## config.mk

```make
export PLATFORM = sky130hd
export DESIGN_NAME = channel_length_frame_deframer
export DESIGN_NICKNAME = d
export VERILOG_FILES = /design/src/clfd_pkg.sv /design/src/channel_length_frame_deframer.sv /design/src/clfd_cfg.sv /design/src/clfd_parser.sv /design/src/clfd_out.sv
export VERILOG_INCLUDE_DIRS = /design/src /design/src/src
export SDC_FILE = /design/constraint.sdc
export NUM_CORES = 1
export LEC_CHECK = 0
export BUFFER_PORTS_ARGS = -buffer_cell sky130_fd_sc_hd__buf_2
export CORE_MARGIN = 2
export CORE_UTILIZATION = 60
export CTS_CLUSTER_DIAMETER = 100
export DETAILED_ROUTE_END_ITERATION = 12
export PLACE_DENSITY = 0.78
export SYNTH_ARGS = -nofsm -noshare
export SYNTH_HDL_FRONTEND = slang
export SYNTH_SLANG_ARGS = --single-unit
```

## constraint.sdc

```tcl
create_clock -name clk_i -period 6.2 [get_ports clk_i]
set_clock_uncertainty 0.1 [all_clocks]
set_input_delay 0.62 -clock clk_i [delete_from_list [all_inputs] [get_ports clk_i]]
set_output_delay 0.62 -clock clk_i [all_outputs]
set_load 0.05 [all_outputs]
```

## src/channel_length_frame_deframer_assert.svh

```systemverilog
// assertion macros shared by the deframer modules
`ifndef CHANNEL_LENGTH_FRAME_DEFRAMER_ASSERT_SVH
`define CHANNEL_LENGTH_FRAME_DEFRAMER_ASSERT_SVH

`ifndef ASSERT_OFF
// checked on every rising edge, skipped while reset is held
`define CLFD_ASSERT(lbl, clk, rstn, prop, msg) \
  lbl: assert property (@(posedge clk) disable iff (!rstn) prop) else $error(msg);
// checked on every rising edge, reset included
`define CLFD_ASSERT_ALWAYS(lbl, clk, prop, msg) \
  lbl: assert property (@(posedge clk) prop) else $error(msg);
`else
`define CLFD_ASSERT(lbl, clk, rstn, prop, msg)
`define CLFD_ASSERT_ALWAYS(lbl, clk, prop, msg)
`endif

`endif

```

## src/clfd_pkg.sv

```systemverilog
// shared types and constants of the channel length frame deframer
`default_nettype none

package clfd_pkg;

  localparam int unsigned ByteW     = 8;
  localparam int unsigned LenW      = 32;
  localparam int unsigned CfgIdxW   = 8;
  localparam int unsigned CfgDataW  = 64;
  localparam int unsigned NumCfgReg = 4;
  localparam int unsigned MaskW     = NumCfgReg * CfgDataW;

  // configuration register indexes
  localparam logic [CfgIdxW-1:0] REG_EN0 = 8'd0;
  localparam logic [CfgIdxW-1:0] REG_EN1 = 8'd1;
  localparam logic [CfgIdxW-1:0] REG_EN2 = 8'd2;
  localparam logic [CfgIdxW-1:0] REG_EN3 = 8'd3;

  typedef struct packed {
    logic [ByteW-1:0] channel;
    logic [ByteW-1:0] data;
    logic             last;
    logic             empty;
  } result_t;

  // flow control between the parser and the output stage
  typedef struct packed {
    logic take;      // parser hands over a result this cycle
    logic can_take;  // output stage is free or being drained
  } flow_t;

endpackage

`default_nettype wire

```

## src/channel_length_frame_deframer.sv

```systemverilog
// Channel length frame deframer, top level.
// A byte stream enters on the in channel (valid/ready, one byte per beat).
// Frames are a channel byte, LENGTH_BYTES little-endian length bytes, then
// the payload. Bytes that are not an enabled channel number are skipped
// while hunting. Each payload byte leaves on the out channel tagged with its
// channel and a last flag; a zero-length frame gives one beat marked empty.
// The cfg channel writes the four 64-bit channel enable words (index 0..3,
// other indexes ignored); cfg_ready_o is always high. Write only when idle.
// A byte taken into the input register is parsed from there, and its result is
// loaded into the output register once the output stage can take it.
// Throughput: one byte per cycle while the output is not stalled, set by the
// single parse step between the input register and the output register.
// When the receiver stalls with a result pending, the input register fills
// and in_ready_o drops until the pending beat is taken.
// Reset clears the enable mask (all channels off), parse state and both
// valid flags; the block then hunts for a channel byte.
`default_nettype none

module channel_length_frame_deframer #(
  parameter int unsigned LENGTH_BYTES = 4
) (
  input  wire         clk_i,
  input  wire         rst_ni,
  input  wire         in_valid_i,
  output logic        in_ready_o,
  input  wire  [7:0]  in_byte_i,
  output logic        out_valid_o,
  input  wire         out_ready_i,
  output logic [7:0]  frame_channel_o,
  output logic [7:0]  payload_byte_o,
  output logic        last_of_frame_o,
  output logic        empty_frame_o,
  input  wire         cfg_valid_i,
  output logic        cfg_ready_o,
  input  wire  [7:0]  cfg_index_i,
  input  wire  [63:0] cfg_data_i
);

  logic [clfd_pkg::MaskW-1:0] enable_mask;
  logic                       can_take;
  clfd_pkg::flow_t            flow;
  clfd_pkg::result_t          parse_res;
  clfd_pkg::result_t          out_res;

  clfd_cfg u_cfg (
    .clk_i         (clk_i),
    .rst_ni        (rst_ni),
    .cfg_valid_i   (cfg_valid_i),
    .cfg_ready_o   (cfg_ready_o),
    .cfg_index_i   (cfg_index_i),
    .cfg_data_i    (cfg_data_i),
    .enable_mask_o (enable_mask)
  );

  clfd_parser #(
    .LENGTH_BYTES (LENGTH_BYTES)
  ) u_parser (
    .clk_i         (clk_i),
    .rst_ni        (rst_ni),
    .in_valid_i    (in_valid_i),
    .in_ready_o    (in_ready_o),
    .in_byte_i     (in_byte_i),
    .enable_mask_i (enable_mask),
    .can_take_i    (can_take),
    .flow_o        (flow),
    .result_o      (parse_res)
  );

  clfd_out u_out (
    .clk_i       (clk_i),
    .rst_ni      (rst_ni),
    .flow_i      (flow),
    .result_i    (parse_res),
    .can_take_o  (can_take),
    .out_valid_o (out_valid_o),
    .out_ready_i (out_ready_i),
    .result_o    (out_res)
  );

  assign frame_channel_o = out_res.channel;
  assign payload_byte_o  = out_res.data;
  assign last_of_frame_o = out_res.last;
  assign empty_frame_o   = out_res.empty;

endmodule

`default_nettype wire

```

## src/clfd_cfg.sv

```systemverilog
// channel enable mask registers
`default_nettype none

module clfd_cfg (
  input  wire                                clk_i,
  input  wire                                rst_ni,
  input  wire                                cfg_valid_i,
  output logic                               cfg_ready_o,
  input  wire  [clfd_pkg::CfgIdxW-1:0]       cfg_index_i,
  input  wire  [clfd_pkg::CfgDataW-1:0]      cfg_data_i,
  output logic [clfd_pkg::MaskW-1:0]         enable_mask_o
);

  logic [clfd_pkg::CfgDataW-1:0] en0_q, en1_q, en2_q, en3_q;
  logic                          wr_en;

  assign cfg_ready_o = 1'b1;
  assign wr_en       = cfg_valid_i & cfg_ready_o;

  always_ff @(posedge clk_i or negedge rst_ni) begin
    if (!rst_ni) begin
      en0_q <= '0;
      en1_q <= '0;
      en2_q <= '0;
      en3_q <= '0;
    end else if (wr_en) begin
      // writes past the last register are dropped
      case (cfg_index_i)
        clfd_pkg::REG_EN0: en0_q <= cfg_data_i;
        clfd_pkg::REG_EN1: en1_q <= cfg_data_i;
        clfd_pkg::REG_EN2: en2_q <= cfg_data_i;
        clfd_pkg::REG_EN3: en3_q <= cfg_data_i;
        default: ;
      endcase
    end
  end

  assign enable_mask_o = {en3_q, en2_q, en1_q, en0_q};

endmodule

`default_nettype wire

```

## src/clfd_parser.sv

```systemverilog
// input register and per-byte frame parsing state
`default_nettype none

module clfd_parser #(
  parameter int unsigned LENGTH_BYTES = 4
) (
  input  wire                           clk_i,
  input  wire                           rst_ni,
  input  wire                           in_valid_i,
  output logic                          in_ready_o,
  input  wire  [clfd_pkg::ByteW-1:0]    in_byte_i,
  input  wire  [clfd_pkg::MaskW-1:0]    enable_mask_i,
  input  wire                           can_take_i,
  output clfd_pkg::flow_t               flow_o,
  output clfd_pkg::result_t             result_o
);

  localparam int unsigned LidxW = (LENGTH_BYTES > 1) ? $clog2(LENGTH_BYTES) : 1;
  localparam logic [LidxW-1:0] LastLenIdx = LidxW'(LENGTH_BYTES - 1);

  localparam logic [1:0] PH_HUNT = 2'd0;
  localparam logic [1:0] PH_LEN  = 2'd1;
  localparam logic [1:0] PH_DATA = 2'd2;

  logic                        in_valid_q;
  logic [clfd_pkg::ByteW-1:0]  in_byte_q;
  logic                        advance;

  logic [1:0]                  phase_q, phase_d;
  logic [clfd_pkg::ByteW-1:0]  chan_q, chan_d;
  logic [clfd_pkg::LenW-1:0]   len_q, len_d;
  logic [LidxW-1:0]            len_idx_q, len_idx_d;
  logic [clfd_pkg::LenW-1:0]   data_idx_q, data_idx_d;

  logic [clfd_pkg::LenW-1:0]   len_merged;
  logic [clfd_pkg::LenW-1:0]   data_idx_inc;
  logic                        res_valid;
  clfd_pkg::result_t           res;

  assign advance    = in_valid_q & can_take_i;
  assign in_ready_o = ~in_valid_q | can_take_i;

  always_ff @(posedge clk_i or negedge rst_ni) begin
    if (!rst_ni) begin
      in_valid_q <= 1'b0;
    end else if (in_ready_o) begin
      in_valid_q <= in_valid_i;
    end
  end

  always_ff @(posedge clk_i) begin
    if (in_ready_o && in_valid_i) begin
      in_byte_q <= in_byte_i;
    end
  end

  // length bytes arrive little endian
  assign len_merged   = len_q | (clfd_pkg::LenW'(in_byte_q) << {len_idx_q, 3'b000});
  assign data_idx_inc = data_idx_q + 1'b1;

  always_comb begin
    phase_d    = phase_q;
    chan_d     = chan_q;
    len_d      = len_q;
    len_idx_d  = len_idx_q;
    data_idx_d = data_idx_q;
    res_valid  = 1'b0;
    res.channel = chan_q;
    res.data    = '0;
    res.last    = 1'b0;
    res.empty   = 1'b0;
    case (phase_q)
      PH_LEN: begin
        len_d     = len_merged;
        len_idx_d = len_idx_q + 1'b1;
        if (len_idx_q == LastLenIdx) begin
          len_idx_d = '0;
          if (len_merged == '0) begin
            phase_d   = PH_HUNT;
            res_valid = 1'b1;
            res.last  = 1'b1;
            res.empty = 1'b1;
          end else begin
            phase_d = PH_DATA;
          end
        end
      end
      PH_DATA: begin
        res_valid  = 1'b1;
        res.data   = in_byte_q;
        data_idx_d = data_idx_inc;
        if (data_idx_inc >= len_q) begin
          res.last   = 1'b1;
          data_idx_d = '0;
          phase_d    = PH_HUNT;
        end
      end
      default: begin
        phase_d = PH_HUNT;
        if (enable_mask_i[in_byte_q]) begin
          chan_d     = in_byte_q;
          len_d      = '0;
          len_idx_d  = '0;
          data_idx_d = '0;
          phase_d    = PH_LEN;
        end
      end
    endcase
  end

  always_ff @(posedge clk_i or negedge rst_ni) begin
    if (!rst_ni) begin
      phase_q    <= PH_HUNT;
      chan_q     <= '0;
      len_q      <= '0;
      len_idx_q  <= '0;
      data_idx_q <= '0;
    end else if (advance) begin
      phase_q    <= phase_d;
      chan_q     <= chan_d;
      len_q      <= len_d;
      len_idx_q  <= len_idx_d;
      data_idx_q <= data_idx_d;
    end
  end

  assign flow_o.take     = advance & res_valid;
  assign flow_o.can_take = can_take_i;
  assign result_o        = res;

`include "channel_length_frame_deframer_assert.svh"

  `CLFD_ASSERT(a_hunt_no_result, clk_i, rst_ni, (advance && phase_q == PH_HUNT) |-> !flow_o.take, "hunting byte produced a result")
  `CLFD_ASSERT(a_data_idx_bound, clk_i, rst_ni, (phase_q == PH_DATA) |-> (data_idx_q < len_q), "payload index past frame length")
  `CLFD_ASSERT(a_empty_is_last, clk_i, rst_ni, (flow_o.take && result_o.empty) |-> (result_o.last && result_o.data == '0), "empty frame result not final or nonzero")
  `CLFD_ASSERT(a_data_after_len, clk_i, rst_ni, (phase_q == PH_DATA && !$past(phase_q == PH_DATA)) |-> $past(phase_q == PH_LEN), "payload phase entered without length")

endmodule

`default_nettype wire

```

## src/clfd_out.sv

```systemverilog
// output result register
`default_nettype none

module clfd_out (
  input  wire                           clk_i,
  input  wire                           rst_ni,
  input  wire clfd_pkg::flow_t          flow_i,
  input  wire clfd_pkg::result_t        result_i,
  output logic                          can_take_o,
  output logic                          out_valid_o,
  input  wire                           out_ready_i,
  output clfd_pkg::result_t             result_o
);

  logic              valid_q;
  clfd_pkg::result_t res_q;

  assign can_take_o = ~valid_q | out_ready_i;

  always_ff @(posedge clk_i or negedge rst_ni) begin
    if (!rst_ni) begin
      valid_q <= 1'b0;
    end else if (can_take_o) begin
      valid_q <= flow_i.take;
    end
  end

  always_ff @(posedge clk_i) begin
    if (flow_i.take) begin
      res_q <= result_i;
    end
  end

  assign out_valid_o = valid_q;
  assign result_o    = res_q;

`include "channel_length_frame_deframer_assert.svh"

  `CLFD_ASSERT(a_take_when_free, clk_i, rst_ni, flow_i.take |-> flow_i.can_take, "result handed over while output stalled")
  `CLFD_ASSERT(a_take_loads, clk_i, rst_ni, flow_i.take |=> out_valid_o, "handed result not held")
  `CLFD_ASSERT_ALWAYS(a_reset_empty, clk_i, !rst_ni |=> !valid_q, "output valid after reset edge")

endmodule

`default_nettype wire

```

* Word level (Yosys, flattened, before mapping)
Index checks and enable logic that the tools add are counted.
** Storage, ports and cells
- Register bits after elaboration :: 360
- Input port bits :: 85
- Output and inout bits :: 21
** Operators by class
- Add/sub/neg operators :: 2
- $lt $le $gt $ge :: 2
- Eq/ne operators :: 8
- Shifts and indexed selects :: 1
- Mux-type cells :: 21
- Bitwise logic cells :: 10
- Reduce and logical (&&, ||, !) cells :: 15
** Operators by type and width (count)
- one-hot mux 32 bit (2 select lines) :: 2
- two-way mux 32 bit :: 2
- adder 32 x 1 -> 32 bit (second input constant) :: 1
- >= comparator 32 bit :: 1
- logical NOT 32 bit :: 1
- OR 32 bit :: 1
- left shift 8 x 5 -> 32 bit :: 1
- equality test 8 x 2 -> 1 bit (second input constant) :: 2
- two-way mux 2 bit :: 7
- AND reduction 3 bit :: 4
- AND reduction 2 bit :: 5
- < comparator 8 x 9 -> 1 bit (second input constant) :: 1
- binary-select mux 1 bit (select 8 bit) :: 1
- equality test 8 x 1 -> 1 bit (second input constant) :: 1
- logical NOT 8 bit :: 1
- one-hot mux 2 bit (2 select lines) :: 2
- two-way mux 1 bit :: 5
- inverter 1 bit :: 5
- equality test 2 bit (second input constant) :: 2
- != test 2 x 1 -> 1 bit (second input constant) :: 2
- one-hot mux 1 bit (2 select lines) :: 2
- nonzero test 2 bit :: 2
- adder 2 x 1 -> 2 bit (second input constant) :: 1
- AND 1 bit :: 2
- 4 further kinds :: 5

* Longest topological paths before layout
- Depth after elaboration :: 7
- Depth in mapped cells :: 20
- Gate-level depth less buffers :: 17

* Modules after synthesis
A second synthesis with hierarchy kept.
** Unflattened totals
- Cell total of the unflattened synthesis :: 1276
- Area, all modules :: 18388.9 µm²
** Modules (own cells, without submodules)
- clfd_cfg :: instances 1, cells an instance 547, area each 10410.0 µm², sequential area each 6406.1 µm²
- clfd_parser :: instances 1, cells an instance 708, area each 7390.8 µm², sequential area each 2167.1 µm²
- clfd_out :: instances 1, cells an instance 21, area each 588.1 µm², sequential area each 565.5 µm²

* Worst setup path before layout
No wires, ideal clock.
- Kind :: register to register
- Start point :: reg u_parser.data_idx_q[2] (netlist bit)
- End point :: reg u_parser.data_idx_q[22] (netlist bit)
- Data arrival time :: 4.395 ns
- Setup slack :: 1.632 ns
- Stages on the path, launching flop included :: 19
- Period minus slack after synthesis :: 4.568 ns
- Cells stage by stage :: dfrtp_1 -> nand3_1 -> nor3_1 -> nand2_1 -> nor3_1 -> and2_1 -> clkbuf_1 -> nand3_1 -> xnor2_1 -> ha_1 -> a21oi_1 -> o21ai_0 -> a21o_1 -> a211oi_1 -> o22ai_1 -> nor4b_1 -> clkbuf_1 -> a41oi_1 -> a21oi_2
** Between the ends
- Word-level cells in the longest chain between the ends :: 4
** RTL lines
- start, declared :: line clfd_parser.sv:33 : logic [clfd_pkg::LenW-1:0] data_idx_q, data_idx_d;
- start signal, assigned :: line clfd_parser.sv:123 : data_idx_q <= data_idx_d;
- adder 32 x 1 -> 32 bit * :: line clfd_parser.sv:59 : assign data_idx_inc = data_idx_q + 1'b1;
- >= comparator 32 bit :: line clfd_parser.sv:92 : if (data_idx_inc >= len_q) begin
- two-way mux 32 bit * :: line clfd_parser.sv:92
- one-hot mux 32 bit (2 select lines) * :: line clfd_parser.sv:72 : case (phase_q)
Mark *: on every way between the ends. The rest lies on a longest branch, timed or not.
A chain may end at the register's enable or synchronous reset.

* Worst setup path after layout
- Start point :: reg u_parser.data_idx_q[0] (netlist bit)
- End point :: reg u_parser.data_idx_q[3] (netlist bit)
Same word-level chain as after synthesis.

==> impl_results.md <==
* Failing checks: negative hold slack
* R2R Setup Slk at 1100 ps
* R2r endpoint: u_parser.data_idx_q[3]
* Layout cells sized above 1 at 35.62%
* Synthesized cell area at 0.01741 sq mm
* TritonCTS Buffers at 38
* Crit path from: u_parser.data_idx_q[0]
* Reg2Reg Depth at 17
* Switching power at 1.611 mW
* WL per Instance at approximately 22 microns
* Final hold viol count at 1
* Post-synth top area cell: dfrtp_1
* Placed cells at 1761
* GRT overflow at 0
* Comb power frac at 16.1%
* Net count after synthesis at 1457
* Mapped Cells at 1336
* Largest net degree at the start of global routing at about 180
* Number of nets with antenna violations after routing at 0
* Syn. warnings at 0
* Vias in the first global route at 11792
* DP HPWL at 26610 microns
* CP Data Required Time at 6500 ps
* Syn-to-layout area delta at 11.46%
* Post-synth top area share at between 40 and 50%
* Unrepaired setup endpoints after global routing: false
* Fmax at 196.1 MHz
* Rel. slew slack at 24.03%
* Async SR Flop Fraction at 92.78%
* Drt total wl at 40190 microns
* WHS at -0.04041 ps
* Most common cell after layout, fill and taps aside: dfrtp_1
* Core Rows at 62
* MaxCap Viol Count at 0
* R2r startpoint: u_parser.data_idx_q[0]
* I/O Buffers at 104
* Slew Limit Fails at 0
* Die W at 174.3 microns
* Post-layout util at 67.78%
* Peak fanout along the critical path at 32
* CTS tree: built
* Seq cells post-synth at 360
* Vias at 11416
* Reg clk slew, reported paths at approximately 60 ps
* Sw Share at 27.60%
* Fin crit period at 5098 ps
* Final Power at 5.838 mW
* Worst hold path type: in -> async
* Global-route wire length before repair at approximately 65000 microns
* Share of synthesized area occupied by flip-flops and latches at 52.50%
* Period utilization at 82.23%
* Root buffer cell: clkbuf_16
* Fin Setup TNS at 0 ps
* I/O Pins at roughly 110
* Worst Setup EP: u_parser.data_idx_q[3]
* Distinct cells, synth at 65
* Drc violations at 0
* Hold_buf cts at 0
* Post-CTS Setup Inserts at 0
* Sequential Power Share at 47.0%
* Total clock sinks at 360
* Initial antenna violation count at 3
* Internal power at 4.227 mW
* Longest Clk Path Bufs at 3
* Crit path capture type: register
* Routability cong. at 0.8509
* Height of the die at 174.3 microns
* Pwr dens at 300.9 mW/mm^2
* Initial DRC Count at 946
* Fin cells at 1828
* Post-Synthesis Mean Instance Area at 13.03 sq um
* Crit start category: register
* Post-cts resize count at 0
* Pre-Repair DR Iteration Count at 5
* Initial Util at about three fifths
* Number of synthesized flops with an enable pin at 26
* Most frequent cells in the layout: dfrtp_1 (334), mux2_2 (256), a21oi_1 (108)
* P_leak at 9.272 nW
* Worst Max-Slew Pin Slew at 1140 ps
* Worst Path Arrival at 5400 ps
* Htree depth at 2
* Status: finished, violations left
* Core Region at around 0.029 sq mm
* Nets@finish at 1538
* Setup violations, final at 0
* Die ar. at 0.03039 sq mm
* Via density at between 6 and 7
* Leading post-synthesis cells by cell area: dfrtp_1 (48%), mux2_2 (17%), mux4_2 (8.3%)
* Worst skew pair latency at 530 ps
* Peak supply drop at ~0.00020 V
* Primary FF master, synth: dfrtp_1
* GR Util All Layers at 27.39%
* Clock power frac at 36.9%
* CP Class: reg -> reg
-- per-layer routing --
layer | part of all wire [%] | global-route usage (%)
met3 | 6.8 | 5.381
met5 | 0.052 | 0
met1 | 42 | 37.56
met2 | 48 | 44.76
met4 | 2.8 | 8.333
-- cells by family (layout without fill, tap and decap cells) --
logic type      after synthesis  after routing  share of synthesized area, %
xor+xnor                     30             30                         1.509
mux                         349            349                         26.74
compound gates              200            200                         7.109
buf+inv                     136            243                         3.335
fa+ha+maj                    36             36                         2.587
simple gates                224            224                         6.203
flops                       360            360                         52.50
other cells                   1              2                       0.02154
-- layout make-up --
class                   count  area (sq um)
clock buffers              51          1030
diodes                      1         2.502
inverters                  53         198.9
repair buffers            124         705.7
multi-input cells         840          7717
flip-flops and latches    360          9139
fillers                  1970          9223
clock inverters            15         128.9
well taps                 384         480.5
-- critical path, stage by stage, from the launching register on --
cell	delay, ps
dfrtp_1	430
ha_1	270
nand3_1	180
nor3_1	580
nand2b_1	220
nor2_1	460
and2_1	390
nand3_1	170
xnor2_1	160
ha_1	310
nand4_1	130
nor4_1	320
o21ai_0	150
a32oi_1	320
nor4b_2	90
buf_4	250
nor3b_1	180
a211o_1	260
-- sequential cells by signal, summed over array words and instances, names as in the netlist --
signal / cells
u_cfg.en2_q: 64
u_out.out_valid_o: 1
u_parser.data_idx_q: 32
u_cfg.en3_q: 64
u_cfg.en1_q: 64
u_cfg.en0_q: 64
u_parser.in_valid_q: 1
u_parser.len_q: 32
u_parser.len_idx_q: 2
u_out.result_o: 18
u_parser.phase_q: 2
u_parser.in_byte_q: 8
u_parser.chan_q: 8
-- synth_stat cells (5+ instances only) --
cell and instances:
mux2_2 256, a31oi_1 12, clkbuf_1 58, nand4_1 9, nand2_1 60, inv_1 52, buf_4 7, dfrtp_1 334
a21oi_1 108, nor4_1 11, mux2i_1 21, xnor2_1 23, mux4_2 64, xor2_1 7, nor2_1 63, nand3_1 14
a41oi_1 9, o21ai_0 18, nand2b_1 7, ha_1 36, a21o_1 6, nor3_1 15, edfxtp_1 26, and2_1 11
mux2_4 8, and3_1 11, nor2b_1 8, a2111oi_0 5, buf_2 11
-- worst min-delay path by stage --
| stage | startpoint | to | slack, ps | depth (start not counted) |
|---|---|---|---|---|
| final | rst_ni | u_cfg.en2_q[0] | -0.04 | 1 |
| after global routing | rst_ni | u_cfg.en2_q[0] | 50 | 1 |
| after CTS | rst_ni | u_parser.chan_q[1] | 5 | 1 |
| after detailed placement | u_parser.chan_q[7] | u_out.result_o[17] | 340 | 0 |
| after global placement | u_parser.chan_q[4] | u_out.result_o[14] | 340 | 0 |
| after floorplan | rst_ni | u_cfg.en0_q[0] | 220 | 0 |
-- stage by stage --
step	cell area, sq um	setup WS [ps]
after floorplan	17410	1632
after global placement	18240	1296
after detailed placement	18240	1136
after CTS	19400	1098
after global routing	19400	623.9
final	19400	1102
-- power groups by stage --
stage          logic (mW)  registers, mW  clock network, mW
2_1_floorplan       0.668           2.72                  0
3_3_place_gp        0.911           2.76                  0
3_5_place_dp        0.934           2.77                  0
4_1_cts             0.942           2.74               2.18
5_1_grt              1.04           2.76               2.29
6_report            0.941           2.74               2.15
Power figures use the tool's default switching activity.
